`src/hw/rtl/qel_pkg.sv`:
```
`timescale 1ns / 1ps
`default_nettype none
// ----------------------------------------------------------------------------
// qel_pkg
// Shared types, character codes and keyword helpers for the query lexer.
// ----------------------------------------------------------------------------
package qel_pkg;

  typedef enum logic [2:0] {
    MODE_IDLE = 3'd0,
    MODE_WORD = 3'd1,
    MODE_STR  = 3'd2,
    MODE_BT   = 3'd3,
    MODE_BTQ  = 3'd4,
    MODE_LT   = 3'd5,
    MODE_GT   = 3'd6
  } mode_t;

  typedef enum logic [4:0] {
    KIND_INVALID = 5'd0,
    KIND_INTERP  = 5'd1,
    KIND_STRING  = 5'd2,
    KIND_LPAREN  = 5'd3,
    KIND_LBRACK  = 5'd4,
    KIND_RBRACK  = 5'd5,
    KIND_COMMA   = 5'd6,
    KIND_RPAREN  = 5'd7,
    KIND_LTE     = 5'd8,
    KIND_LT      = 5'd9,
    KIND_GTE     = 5'd10,
    KIND_GT      = 5'd11,
    KIND_EQ      = 5'd12,
    KIND_IDENT   = 5'd13,
    KIND_IS      = 5'd14,
    KIND_AND     = 5'd15,
    KIND_OR      = 5'd16,
    KIND_NOT     = 5'd17,
    KIND_HAS     = 5'd18,
    KIND_IN      = 5'd19,
    KIND_IF      = 5'd20,
    KIND_THEN    = 5'd21,
    KIND_ELSE    = 5'd22,
    KIND_END     = 5'd23
  } kind_t;

  typedef struct packed {
    kind_t       kind;
    logic [15:0] start_pos;
    logic [15:0] end_pos;
    logic        last;
  } token_t;

  // Up to two tokens per character word, written into the result queue.
  typedef struct packed {
    logic [1:0] count;
    token_t     tok0;
    token_t     tok1;
  } lex_push_t;

  localparam logic [15:0] CH_BACKTICK = 16'h0060;
  localparam logic [15:0] CH_DOLLAR   = 16'h0024;
  localparam logic [15:0] CH_DQUOTE   = 16'h0022;
  localparam logic [15:0] CH_SQUOTE   = 16'h0027;
  localparam logic [15:0] CH_LBRACE   = 16'h007B;
  localparam logic [15:0] CH_RBRACE   = 16'h007D;
  localparam logic [15:0] CH_LPAREN   = 16'h0028;
  localparam logic [15:0] CH_RPAREN   = 16'h0029;
  localparam logic [15:0] CH_LBRACK   = 16'h005B;
  localparam logic [15:0] CH_RBRACK   = 16'h005D;
  localparam logic [15:0] CH_COMMA    = 16'h002C;
  localparam logic [15:0] CH_LESS     = 16'h003C;
  localparam logic [15:0] CH_GREATER  = 16'h003E;
  localparam logic [15:0] CH_EQUAL    = 16'h003D;

  localparam logic [31:0] KW_IS   = "IS";
  localparam logic [31:0] KW_AND  = "AND";
  localparam logic [31:0] KW_OR   = "OR";
  localparam logic [31:0] KW_NOT  = "NOT";
  localparam logic [31:0] KW_HAS  = "HAS";
  localparam logic [31:0] KW_IN   = "IN";
  localparam logic [31:0] KW_IF   = "IF";
  localparam logic [31:0] KW_THEN = "THEN";
  localparam logic [31:0] KW_ELSE = "ELSE";

  function automatic logic is_space(input logic [15:0] c);
    return (c >= 16'h0009 && c <= 16'h000D) || c == 16'h0020 ||
           c == 16'h0085 || c == 16'h00A0;
  endfunction

  function automatic logic is_boundary(input logic [15:0] c);
    return c == CH_LESS || c == CH_GREATER || c == CH_EQUAL ||
           c == CH_LPAREN || c == CH_RPAREN || c == CH_LBRACK ||
           c == CH_RBRACK || c == CH_COMMA;
  endfunction

  // Upper-case ASCII letters; anything outside ASCII folds to zero.
  function automatic logic [7:0] fold_char(input logic [15:0] c);
    logic [7:0] b;
    b = 8'h00;
    if (c < 16'h0080) begin
      b = c[7:0];
      if (b >= 8'h61 && b <= 8'h7A) begin
        b = b - 8'd32;
      end
    end
    return b;
  endfunction

  function automatic kind_t word_kind(input logic [31:0] prefix, input logic [2:0] len);
    kind_t k;
    k = KIND_IDENT;
    priority if (len == 3'd2 && prefix == KW_IS) k = KIND_IS;
    else if (len == 3'd3 && prefix == KW_AND)    k = KIND_AND;
    else if (len == 3'd2 && prefix == KW_OR)     k = KIND_OR;
    else if (len == 3'd3 && prefix == KW_NOT)    k = KIND_NOT;
    else if (len == 3'd3 && prefix == KW_HAS)    k = KIND_HAS;
    else if (len == 3'd2 && prefix == KW_IN)     k = KIND_IN;
    else if (len == 3'd2 && prefix == KW_IF)     k = KIND_IF;
    else if (len == 3'd4 && prefix == KW_THEN)   k = KIND_THEN;
    else if (len == 3'd4 && prefix == KW_ELSE)   k = KIND_ELSE;
    else                                         k = KIND_IDENT;
    return k;
  endfunction

endpackage
`default_nettype wire

```
`src/hw/rtl/query_expression_lexer.sv`:
```
`timescale 1ns / 1ps
`default_nettype none
// ----------------------------------------------------------------------------
// query_expression_lexer
// Streaming lexer for query expressions, one UTF-16 code unit per word.
// ----------------------------------------------------------------------------
// Usage:
//   in_*  : one character word per handshake; in_end_of_text = 1 closes the
//           text (in_character is then ignored), flushes any open token and
//           emits End; the lexer then starts a fresh text at position 0.
//   out_* : one token word per handshake, kind plus start and end positions;
//           out_last_of_item marks the last token caused by an input word.
// Path: a character taken on in_* waits in the input register; the lexer
//   step then writes its tokens into the token queue, whose head drives out_*.
// Throughput: one character per cycle while the token queue has room; the
//   step is a single pass of mode update and compares. The output side gives
//   one token per cycle while out_ready is high; a two-token word leaves as two.
// Stall: a four-entry token queue sits between lexer and output. The input
//   register steps only while the queue has room for two tokens, so an
//   output stall backs up into in_ready once the queue holds more than two tokens.
// Reset: synchronous, active low; clears the lexer to idle at position 0 and
//   empties the queue. in_ready is high in the first cycle after reset.
// ----------------------------------------------------------------------------
module query_expression_lexer #(
  parameter int unsigned MAX_TEXT_LEN     = 65535,
  parameter int unsigned MAX_INTERP_DEPTH = 255
) (
  input  wire logic        clk,
  input  wire logic        rst_n,
  input  wire logic        in_valid,
  output logic             in_ready,
  input  wire logic [15:0] in_character,
  input  wire logic        in_end_of_text,
  output logic             out_valid,
  input  wire logic        out_ready,
  output logic [4:0]       out_token_kind,
  output logic [15:0]      out_start_pos,
  output logic [15:0]      out_end_pos,
  output logic             out_last_of_item
);
  import qel_pkg::*;

  // Input register: holds one character word until the lexer steps on it.
  logic        in_vld_r;
  logic [15:0] in_char_r;
  logic        in_eot_r;
  logic        step_en;
  logic        room;
  lex_push_t   push;
  token_t      head;

  // Step when a word is held and the queue can take both possible tokens.
  assign step_en  = in_vld_r && room;
  // Take a new word when the register is empty or is draining this cycle.
  assign in_ready = !in_vld_r || step_en;

  always_ff @(posedge clk) begin
    if (!rst_n) begin
      in_vld_r <= 1'b0;
    end else if (in_valid && in_ready) begin
      in_vld_r <= 1'b1;
    end else if (step_en) begin
      in_vld_r <= 1'b0;
    end
  end

  // Payload needs no reset; load it with each accepted word.
  always_ff @(posedge clk) begin
    if (in_valid && in_ready) begin
      in_char_r <= in_character;
      in_eot_r  <= in_end_of_text;
    end
  end

  qel_lex #(
    .MAX_TEXT_LEN     (MAX_TEXT_LEN),
    .MAX_INTERP_DEPTH (MAX_INTERP_DEPTH)
  ) u_lex (
    .clk     (clk),
    .rst_n   (rst_n),
    .step_en (step_en),
    .char_i  (in_char_r),
    .eot_i   (in_eot_r),
    .push_o  (push)
  );

  qel_fifo u_fifo (
    .clk         (clk),
    .rst_n       (rst_n),
    .push_i      (push),
    .room_o      (room),
    .out_valid_o (out_valid),
    .out_ready_i (out_ready),
    .head_o      (head)
  );

  // Drive the result word straight from the queue head.
  assign out_token_kind   = head.kind;
  assign out_start_pos    = head.start_pos;
  assign out_end_pos      = head.end_pos;
  assign out_last_of_item = head.last;

`ifndef SYNTHESIS
  a_step_needs_word: assert property (@(posedge clk) disable iff (!rst_n)
    (push.count != 2'd0) |-> in_vld_r)
    else $error("tokens pushed without a held word");
  a_hold_word: assert property (@(posedge clk) disable iff (!rst_n)
    (in_vld_r && !step_en) |=> (in_vld_r && $stable(in_char_r) && $stable(in_eot_r)))
    else $error("held word lost while queue full");
  a_eot_pushes_end: assert property (@(posedge clk) disable iff (!rst_n)
    (step_en && in_eot_r) |-> push.count != 2'd0)
    else $error("end of text produced no token");
`endif

endmodule
`default_nettype wire

```
`src/hw/rtl/qel_lex.sv`:
```
`timescale 1ns / 1ps
`default_nettype none
// ----------------------------------------------------------------------------
// qel_lex
// Lexer state and the single-pass step that turns one character word into
// zero, one or two tokens.
// ----------------------------------------------------------------------------
module qel_lex #(
  parameter int unsigned MAX_TEXT_LEN     = 65535,
  parameter int unsigned MAX_INTERP_DEPTH = 255
) (
  input  wire logic              clk,
  input  wire logic              rst_n,
  input  wire logic              step_en,
  input  wire logic [15:0]       char_i,
  input  wire logic              eot_i,
  output qel_pkg::lex_push_t     push_o
);
  import qel_pkg::*;

  localparam int unsigned DEPTH_W = $clog2(MAX_INTERP_DEPTH + 1);
  localparam logic [DEPTH_W-1:0] DEPTH_MAX = DEPTH_W'(MAX_INTERP_DEPTH);
  localparam logic [15:0] POS_CAP =
    (MAX_TEXT_LEN < 32'd65535) ? 16'(MAX_TEXT_LEN) : 16'hFFFF;

  mode_t              mode_r, mode_nxt;
  logic               quote_r, quote_nxt;
  logic [DEPTH_W-1:0] depth_r, depth_nxt;
  logic               dollar_r, dollar_nxt;
  logic [15:0]        tok_start_r, tok_start_nxt;
  logic [15:0]        pos_r, pos_nxt;
  logic [31:0]        prefix_r, prefix_nxt;
  logic [2:0]         len_r, len_nxt;

  // Start-of-token decode for a character seen outside any token.
  logic        si_space;
  logic        si_emit;
  kind_t       si_kind;
  mode_t       si_mode;
  logic        si_quote;
  logic [7:0]  fold_b;
  logic [15:0] pos_p1;
  logic        do_start;
  logic [1:0]  n;
  token_t      tok0, tok1;

  assign si_space = is_space(char_i);
  assign fold_b   = fold_char(char_i);
  assign pos_p1   = pos_r + 16'd1;

  always_comb begin
    si_emit  = 1'b0;
    si_kind  = KIND_IDENT;
    si_mode  = MODE_IDLE;
    si_quote = quote_r;
    unique case (char_i)
      CH_BACKTICK: si_mode = MODE_BT;
      CH_DQUOTE: begin
        si_mode  = MODE_STR;
        si_quote = 1'b0;
      end
      CH_SQUOTE: begin
        si_mode  = MODE_STR;
        si_quote = 1'b1;
      end
      CH_LPAREN: begin
        si_emit = 1'b1;
        si_kind = KIND_LPAREN;
      end
      CH_LBRACK: begin
        si_emit = 1'b1;
        si_kind = KIND_LBRACK;
      end
      CH_RBRACK: begin
        si_emit = 1'b1;
        si_kind = KIND_RBRACK;
      end
      CH_COMMA: begin
        si_emit = 1'b1;
        si_kind = KIND_COMMA;
      end
      CH_RPAREN: begin
        si_emit = 1'b1;
        si_kind = KIND_RPAREN;
      end
      CH_EQUAL: begin
        si_emit = 1'b1;
        si_kind = KIND_EQ;
      end
      CH_LESS:    si_mode = MODE_LT;
      CH_GREATER: si_mode = MODE_GT;
      default:    si_mode = MODE_WORD;
    endcase
  end

  always_comb begin
    mode_nxt      = mode_r;
    quote_nxt     = quote_r;
    depth_nxt     = depth_r;
    dollar_nxt    = dollar_r;
    tok_start_nxt = tok_start_r;
    pos_nxt       = pos_r;
    prefix_nxt    = prefix_r;
    len_nxt       = len_r;
    do_start      = 1'b0;
    n             = 2'd0;
    tok0          = '{kind: KIND_INVALID, start_pos: tok_start_r, end_pos: pos_r, last: 1'b0};
    tok1          = '{kind: KIND_END, start_pos: pos_r, end_pos: pos_r, last: 1'b1};

    if (eot_i) begin
      // Flush a pending token, then emit End and restart.
      unique case (mode_r)
        MODE_WORD: begin
          tok0.kind = word_kind(prefix_r, len_r);
          n = 2'd1;
        end
        MODE_LT: begin
          tok0.kind = KIND_LT;
          n = 2'd1;
        end
        MODE_GT: begin
          tok0.kind = KIND_GT;
          n = 2'd1;
        end
        MODE_STR, MODE_BT, MODE_BTQ: begin
          tok0.kind = KIND_INVALID;
          n = 2'd1;
        end
        default: n = 2'd0;
      endcase
      if (n == 2'd0) begin
        tok0 = tok1;
      end
      n             = n + 2'd1;
      mode_nxt      = MODE_IDLE;
      quote_nxt     = 1'b0;
      depth_nxt     = '0;
      dollar_nxt    = 1'b0;
      tok_start_nxt = 16'd0;
      pos_nxt       = 16'd0;
      prefix_nxt    = 32'd0;
      len_nxt       = 3'd0;
    end else begin
      if (pos_r < POS_CAP) begin
        pos_nxt = pos_p1;
      end
      unique case (mode_r)
        MODE_WORD: begin
          if (si_space || is_boundary(char_i)) begin
            tok0.kind = word_kind(prefix_r, len_r);
            n         = 2'd1;
            mode_nxt  = MODE_IDLE;
            do_start  = 1'b1;
          end else begin
            if (len_r < 3'd4) prefix_nxt = {prefix_r[23:0], fold_b};
            if (len_r < 3'd5) len_nxt = len_r + 3'd1;
          end
        end
        MODE_STR: begin
          if (char_i == (quote_r ? CH_SQUOTE : CH_DQUOTE)) begin
            tok0.kind    = KIND_STRING;
            tok0.end_pos = pos_p1;
            n            = 2'd1;
            mode_nxt     = MODE_IDLE;
          end
        end
        MODE_BTQ: begin
          if (char_i == (quote_r ? CH_SQUOTE : CH_DQUOTE)) begin
            mode_nxt = MODE_BT;
          end
        end
        MODE_BT: begin
          if (dollar_r && char_i == CH_LBRACE) begin
            // Consume the brace of a "${" opener.
            dollar_nxt = 1'b0;
            if (depth_r < DEPTH_MAX) depth_nxt = depth_r + DEPTH_W'(1);
          end else begin
            dollar_nxt = 1'b0;
            if (char_i == CH_DQUOTE || char_i == CH_SQUOTE) begin
              quote_nxt = (char_i == CH_SQUOTE);
              mode_nxt  = MODE_BTQ;
            end else if (char_i == CH_BACKTICK) begin
              if (depth_r == '0) begin
                tok0.kind    = KIND_INTERP;
                tok0.end_pos = pos_p1;
                n            = 2'd1;
                mode_nxt     = MODE_IDLE;
              end
            end else if (char_i == CH_DOLLAR) begin
              dollar_nxt = 1'b1;
            end else if (char_i == CH_RBRACE && depth_r != '0) begin
              depth_nxt = depth_r - DEPTH_W'(1);
            end
          end
        end
        MODE_LT, MODE_GT: begin
          mode_nxt = MODE_IDLE;
          n        = 2'd1;
          if (char_i == CH_EQUAL) begin
            tok0.kind    = (mode_r == MODE_LT) ? KIND_LTE : KIND_GTE;
            tok0.end_pos = pos_p1;
          end else begin
            tok0.kind = (mode_r == MODE_LT) ? KIND_LT : KIND_GT;
            do_start  = 1'b1;
          end
        end
        default: begin
          mode_nxt = MODE_IDLE;
          do_start = 1'b1;
        end
      endcase

      if (do_start && !si_space) begin
        tok_start_nxt = pos_r;
        mode_nxt      = si_mode;
        if (si_mode == MODE_BT) begin
          depth_nxt  = '0;
          dollar_nxt = 1'b0;
        end
        if (si_mode == MODE_STR) quote_nxt = si_quote;
        if (si_mode == MODE_WORD) begin
          prefix_nxt = {24'h000000, fold_b};
          len_nxt    = 3'd1;
        end
        if (si_emit) begin
          if (n == 2'd0) begin
            tok0 = '{kind: si_kind, start_pos: pos_r, end_pos: pos_p1, last: 1'b1};
          end else begin
            tok1 = '{kind: si_kind, start_pos: pos_r, end_pos: pos_p1, last: 1'b1};
          end
          n = n + 2'd1;
        end
      end
    end
    tok0.last = (n == 2'd1);
  end

  assign push_o = '{count: (step_en ? n : 2'd0), tok0: tok0, tok1: tok1};

  always_ff @(posedge clk) begin
    if (!rst_n) begin
      mode_r      <= MODE_IDLE;
      quote_r     <= 1'b0;
      depth_r     <= '0;
      dollar_r    <= 1'b0;
      tok_start_r <= 16'd0;
      pos_r       <= 16'd0;
      prefix_r    <= 32'd0;
      len_r       <= 3'd0;
    end else if (step_en) begin
      mode_r      <= mode_nxt;
      quote_r     <= quote_nxt;
      depth_r     <= depth_nxt;
      dollar_r    <= dollar_nxt;
      tok_start_r <= tok_start_nxt;
      pos_r       <= pos_nxt;
      prefix_r    <= prefix_nxt;
      len_r       <= len_nxt;
    end
  end

`ifndef SYNTHESIS
  a_pos_cap: assert property (@(posedge clk) disable iff (!rst_n) pos_r <= POS_CAP)
    else $error("position above cap");
  a_depth_cap: assert property (@(posedge clk) disable iff (!rst_n) depth_r <= DEPTH_MAX)
    else $error("interp depth above limit");
  a_dollar_bt: assert property (@(posedge clk) disable iff (!rst_n)
    dollar_r |-> mode_r == MODE_BT)
    else $error("dollar pending outside backtick literal");
  a_eot_restart: assert property (@(posedge clk) disable iff (!rst_n)
    (step_en && eot_i) |=> (mode_r == MODE_IDLE && pos_r == 16'd0))
    else $error("lexer did not restart after end of text");
`endif

endmodule
`default_nettype wire

```
`src/hw/rtl/qel_fifo.sv`:
```
`timescale 1ns / 1ps
`default_nettype none
// ----------------------------------------------------------------------------
// qel_fifo
// Four-entry token queue: takes up to two tokens per cycle, gives one while out_ready_i is high.
// ----------------------------------------------------------------------------
module qel_fifo (
  input  wire logic               clk,
  input  wire logic               rst_n,
  input  qel_pkg::lex_push_t      push_i,
  output logic                    room_o,
  output logic                    out_valid_o,
  input  wire logic               out_ready_i,
  output qel_pkg::token_t         head_o
);
  import qel_pkg::*;

  token_t     mem_r [4];
  logic [1:0] wr_ptr_r, wr_ptr_nxt;
  logic [1:0] rd_ptr_r, rd_ptr_nxt;
  logic [2:0] count_r, count_nxt;
  logic       pop;

  assign out_valid_o = (count_r != 3'd0);
  assign room_o      = (count_r <= 3'd2);
  assign head_o      = mem_r[rd_ptr_r];
  assign pop         = out_valid_o && out_ready_i;

  assign wr_ptr_nxt = wr_ptr_r + push_i.count;
  assign rd_ptr_nxt = rd_ptr_r + {1'b0, pop};
  assign count_nxt  = count_r + {1'b0, push_i.count} - {2'b00, pop};

  always_ff @(posedge clk) begin
    if (push_i.count != 2'd0) begin
      mem_r[wr_ptr_r] <= push_i.tok0;
    end
    if (push_i.count == 2'd2) begin
      mem_r[wr_ptr_r + 2'd1] <= push_i.tok1;
    end
  end

  always_ff @(posedge clk) begin
    if (!rst_n) begin
      wr_ptr_r <= 2'd0;
      rd_ptr_r <= 2'd0;
      count_r  <= 3'd0;
    end else begin
      wr_ptr_r <= wr_ptr_nxt;
      rd_ptr_r <= rd_ptr_nxt;
      count_r  <= count_nxt;
    end
  end

`ifndef SYNTHESIS
  a_count_max: assert property (@(posedge clk) disable iff (!rst_n) count_r <= 3'd4)
    else $error("token queue overflow");
  a_push_room: assert property (@(posedge clk) disable iff (!rst_n)
    (push_i.count != 2'd0) |-> count_r <= 3'd2)
    else $error("push without room");
  a_end_last: assert property (@(posedge clk) disable iff (!rst_n)
    (out_valid_o && head_o.kind == KIND_END) |-> head_o.last)
    else $error("end token not marked last");
`endif

endmodule
`default_nettype wire
```
`config.mk`:
```
export PLATFORM = sky130hd
export DESIGN_NAME = query_expression_lexer
export DESIGN_NICKNAME = d
export VERILOG_FILES = /design/src/hw/rtl/qel_pkg.sv /design/src/hw/rtl/query_expression_lexer.sv /design/src/hw/rtl/qel_lex.sv /design/src/hw/rtl/qel_fifo.sv
export SDC_FILE = /design/constraint.sdc
export NUM_CORES = 1
export LEC_CHECK = 0
export BUFFER_PORTS_ARGS = -buffer_cell sky130_fd_sc_hd__buf_2
export CORE_MARGIN = 2
export CORE_UTILIZATION = 43
export DETAILED_ROUTE_END_ITERATION = 10
export MAX_ROUTING_LAYER = met4
export SETUP_SLACK_MARGIN = 0.05
export SLEW_MARGIN = 10
export SYNTH_ARGS = -nofsm -noshare
export SYNTH_HDL_FRONTEND = slang
export SYNTH_HIERARCHICAL = 1
export SYNTH_SLANG_ARGS = --single-unit
```
`constraint.sdc`:
```
create_clock -name clk -period 6.9 [get_ports clk]
set_input_delay 1.38 -clock clk [delete_from_list [all_inputs] [get_ports clk]]
set_output_delay 1.38 -clock clk [all_outputs]
set_load 0.01 [all_outputs]
```
==> insert_results.sql <==
INSERT INTO impl_metrics (metric_group, metric, value, unit) VALUES
('critical_path', 'cpMaxStageDelayCell', 'nand4b_1', ''),
('critical_path', 'critical_path_peak_fanout', '15', ''),
('clocking', 'insertion_delay', '560', 'ps'),
('clocking', 'clock_pin_transition_on_the_worst_setup_and_hold_timing_paths', '60', 'ps'),
('logic_synthesis', 'ys_async_sr_fraction', '0', '%'),
('clocking', 'post_cts_resize_count', '0', ''),
('global_route', 'grt_start_max_net_pins', '39', ''),
('critical_path', 'setup.worst_path.end_class', 'flip-flop', ''),
('pwr', 'power.combinational.fraction', '15.5', '%'),
('pwr', 'seqPwrFrac', '45.9', '%'),
('critical_path', 'worst-path-buf-inv', '1', ''),
('logic_synthesis', 'synth.top_cells.by_area', 'edfxtp_1 (35%), dfxtp_1 (12%), mux2_2 (8.8%), mux4_2 (5.9%), a22o_1 (2.9%)', ''),
('logic_synthesis', 'sequential_to_total_area_share_from_yosys_stat', '47.10', '%'),
('logic_synthesis', 'synth.net_count', '1217', ''),
('timing', 'finalCriticalPeriod', '5453', 'ps'),
('pwr', 'leakage', '5.648', 'nW'),
('pwr', 'max-vdd-ir-drop', '0.2351', 'mV'),
('timing', 'setup_viol', '0', ''),
('die', 'floorplan.die.height', '187.7', 'µm'),
('logic_synthesis', 'post-synth-top-area-cell', 'edfxtp_1', ''),
('global_route', 'grt_pass1_wl', '56610', 'µm'),
('clocking', 'clockBufferDepth', '3', ''),
('timing', 'drv_slew', '0', ''),
('critical_path', 'crit_path_start_kind', 'flip-flop', ''),
('finish', 'layout.cells.most_common_list', 'edfxtp_1 (169), mux2_2 (114), dfxtp_1 (86)', ''),
('logic_synthesis', 'ffs_latches_synth', '257', ''),
('critical_path', 'cp.required', '7190', 'ps'),
('global_route', 'grt_overflow', '0', ''),
('die', 'start_util', '43.51', '%'),
('logic_synthesis', 'syn-cell-area', '14520', 'µm²'),
('clocking', 'cts-root-buf', 'clkbuf_16', ''),
('finish', 'number_of_antenna_cells_inserted', '0', ''),
('clocking', 'cts_made_buffers', '30', ''),
('finish', 'syn2layout_area_growth', '10.36', '%'),
('finish', 'final_common_cell', 'edfxtp_1', ''),
('detailed_routing', 'count_of_unresolved_drc_violations_after_routing', '0', ''),
('logic_synthesis', 'dominantRegCellSynth', 'edfxtp_1', ''),
('die', 'chip_width', '187.7', 'µm'),
('detailed_routing', 'routed_via_density', '5.847', ''),
('die', 'core-area', '33360', 'µm²'),
('clocking', 'post_cts.repair.setup_buffers', '0', ''),
('detailed_routing', 'ant_nets', '0', ''),
('critical_path', 'critical_path_class', 'reg2reg', ''),
('logic_synthesis', 'postSynthAreaPerCell', '12.28', 'µm²'),
('critical_path', 'worst_path_most_repeated_cell', 'o31a_1', ''),
('finish', 'multi_input_logic_area', '7192', 'µm²'),
('die', 'fp.dieArea', '35240', 'µm²'),
('place', 'dp.final_hpwl', '23400', 'µm'),
('timing', 'fin_tns_setup', '0', 'ps'),
('timing', 'setup_repair_after_global_routing_missed_its_margin', 'false', ''),
('detailed_routing', 'drt_iter0_markers', '632', ''),
('detailed_routing', 'detailroute.via_count', '9846', ''),
('critical_path', 'cp_data_arrival_time', '5750', 'ps'),
('critical_path', 'crit_family', 'simple AND/OR/NAND/NOR gates', ''),
('logic_synthesis', 'synthCells', '1182', ''),
('detailed_routing', 'drtPass1Iterations', '5', ''),
('pwr', 'netSwitchingFraction', '26.28', '%'),
('logic_synthesis', 'synth_cell_types', '104', ''),
('pwr', 'switching_component_of_the_power', '1.012', 'mW'),
('global_route', 'global_route.usage.total', '20.75', '%'),
('place', 'portBuffers', '60', ''),
('timing', 'finalHoldViolCount', '0', ''),
('finish', 'proportion_of_layout_cells_with_a_drive_suffix_above_1', '28.88', '%'),
('die', 'core.rowCount', '67', ''),
('timing', 'headroom_to_the_max_slew_limit', '34.49', '%'),
('place', 'preCtsSetupSlack', '1474', 'ps'),
('timing', 'timing.fmax', '183.4', 'MHz'),
('critical_path', 'ordered_list_of_cells_on_the_worst_path', 'or4b_4 -> a2111oi_4 -> o31a_1 -> o31a_1 -> or2_1 -> ha_1 -> nand3_1 -> a21boi_0 -> nand4b_1 -> buf_4 -> mux2_1', ''),
('run', 'max-cap-violations', '0', ''),
('run_status', 'run_status', 'complete, no violations', ''),
('finish', 'num-nets-final', '1247', '');
## logic make-up after synthesis
| logic type | share of synthesized area, % |
|---|---|
| AOI/OAI and AO/OA | 10.48 |
| xor gates and xnor gates | 2.181 |
| adders and majority gates | 1.258 |
| buffers and inverters | 3.715 |
| DFF | 47.10 |
| muxes | 20.01 |
| other | 0.02583 |
| and+or+nand+nor | 15.23 |
## sequential cells by signal, summed over array words and instances (netlist names), 2 cells and up
name	flops
u_lex/depth_r	8
u_fifo/count_r	3
u_lex/prefix_r	32
u_lex/mode_r	3
u_fifo/rd_ptr_r	2
u_fifo/wr_ptr_r	2
u_lex/len_r	3
u_lex/pos_r	16
in_char_r	16
u_fifo/mem_r	152
u_lex/tok_start_r	16
## power groups by stage
| stage | sequential, mW | combinational, mW | clock, mW |
|---|---|---|---|
| finish | 1.77 | 0.597 | 1.49 |
| global route | 1.78 | 0.648 | 1.59 |
| CTS | 1.77 | 0.609 | 1.53 |
| detailed placement | 1.80 | 0.607 | 0 |
| global placement | 1.80 | 0.606 | 0 |
| floorplan | 1.75 | 0.463 | 0 |
## layer usage
| layer | up-vias | part of all wire, % | global-route usage (%) |
|---|---|---|---|
| met2 | 220 | 50 | 35.41 |
| met1 | 4917 | 44 | 26.29 |
| met3 | 49 | 3.7 | 2.452 |
| met5 | - | 0 | - |
| li1 | 4660 | - | - |
| met4 | 0 | 2.2 | 5.391 |
## synth_stat cells (8+ instances only)
| cell | count |
|---|---|
| edfxtp_1 | 169 |
| mux2_2 | 114 |
| dfxtp_1 | 88 |
| nand2_1 | 55 |
| a22o_1 | 48 |
| nor2_1 | 42 |
| nand3_1 | 41 |
| mux4_2 | 38 |
| mux2_1 | 36 |
| a21oi_1 | 34 |
| clkbuf_1 | 34 |
| o21ai_0 | 31 |
| nor3_1 | 27 |
| nor2b_1 | 25 |
| and2_1 | 20 |
| buf_2 | 20 |
| mux2_4 | 20 |
| inv_1 | 19 |
| nand4_1 | 17 |
| nor4_1 | 16 |
| xor2_1 | 16 |
| xnor2_1 | 15 |
| nand2b_1 | 14 |
| buf_6 | 13 |
| ha_1 | 13 |
| and3_1 | 11 |
| buf_4 | 10 |
| nor3_2 | 9 |
| nand3b_1 | 8 |
| o22ai_1 | 8 |
## stage by stage
stage	cell area (µm²)	hold slack, ps	cells	power, mW	util, %
global route	16020	488.9	1684	4.019	48.02
global placement	15110	455.2	1628	2.404	45.27
detailed placement	15110	459.5	1628	2.408	45.27
floorplan	14520	443.2	1182	2.208	-
finish	16020	475.4	1684	3.850	48.02
CTS	16020	476.5	1684	3.907	48.02
## cell type report
type	instances	area share, %
clock buffer	44	5.147
multi-input combinational	824	44.89
timing repair buffer	78	2.718
tap	448	3.499
inverter	21	0.4920
sequential	257	42.69
clock inverter	12	0.5623
## final timing paths
kind | from | to | slack [ps] | cells past startpoint
max | in_char_r[2]$_DFFE_PP_ | u_fifo/mem_r[0][19]$_DFFE_PP_ | 1450 | 11
min | u_lex/tok_start_r[12]$_SDFFE_PN0P_ | u_lex/tok_start_r[12]$_SDFFE_PN0P_ | 480 | 1
max reg2reg | in_char_r[2]$_DFFE_PP_ | u_fifo/mem_r[0][19]$_DFFE_PP_ | 1450 | 11
min reg2reg | u_lex/tok_start_r[12]$_SDFFE_PN0P_ | u_lex/tok_start_r[12]$_SDFFE_PN0P_ | 480 | 1
Power figures use the tool's default switching activity.
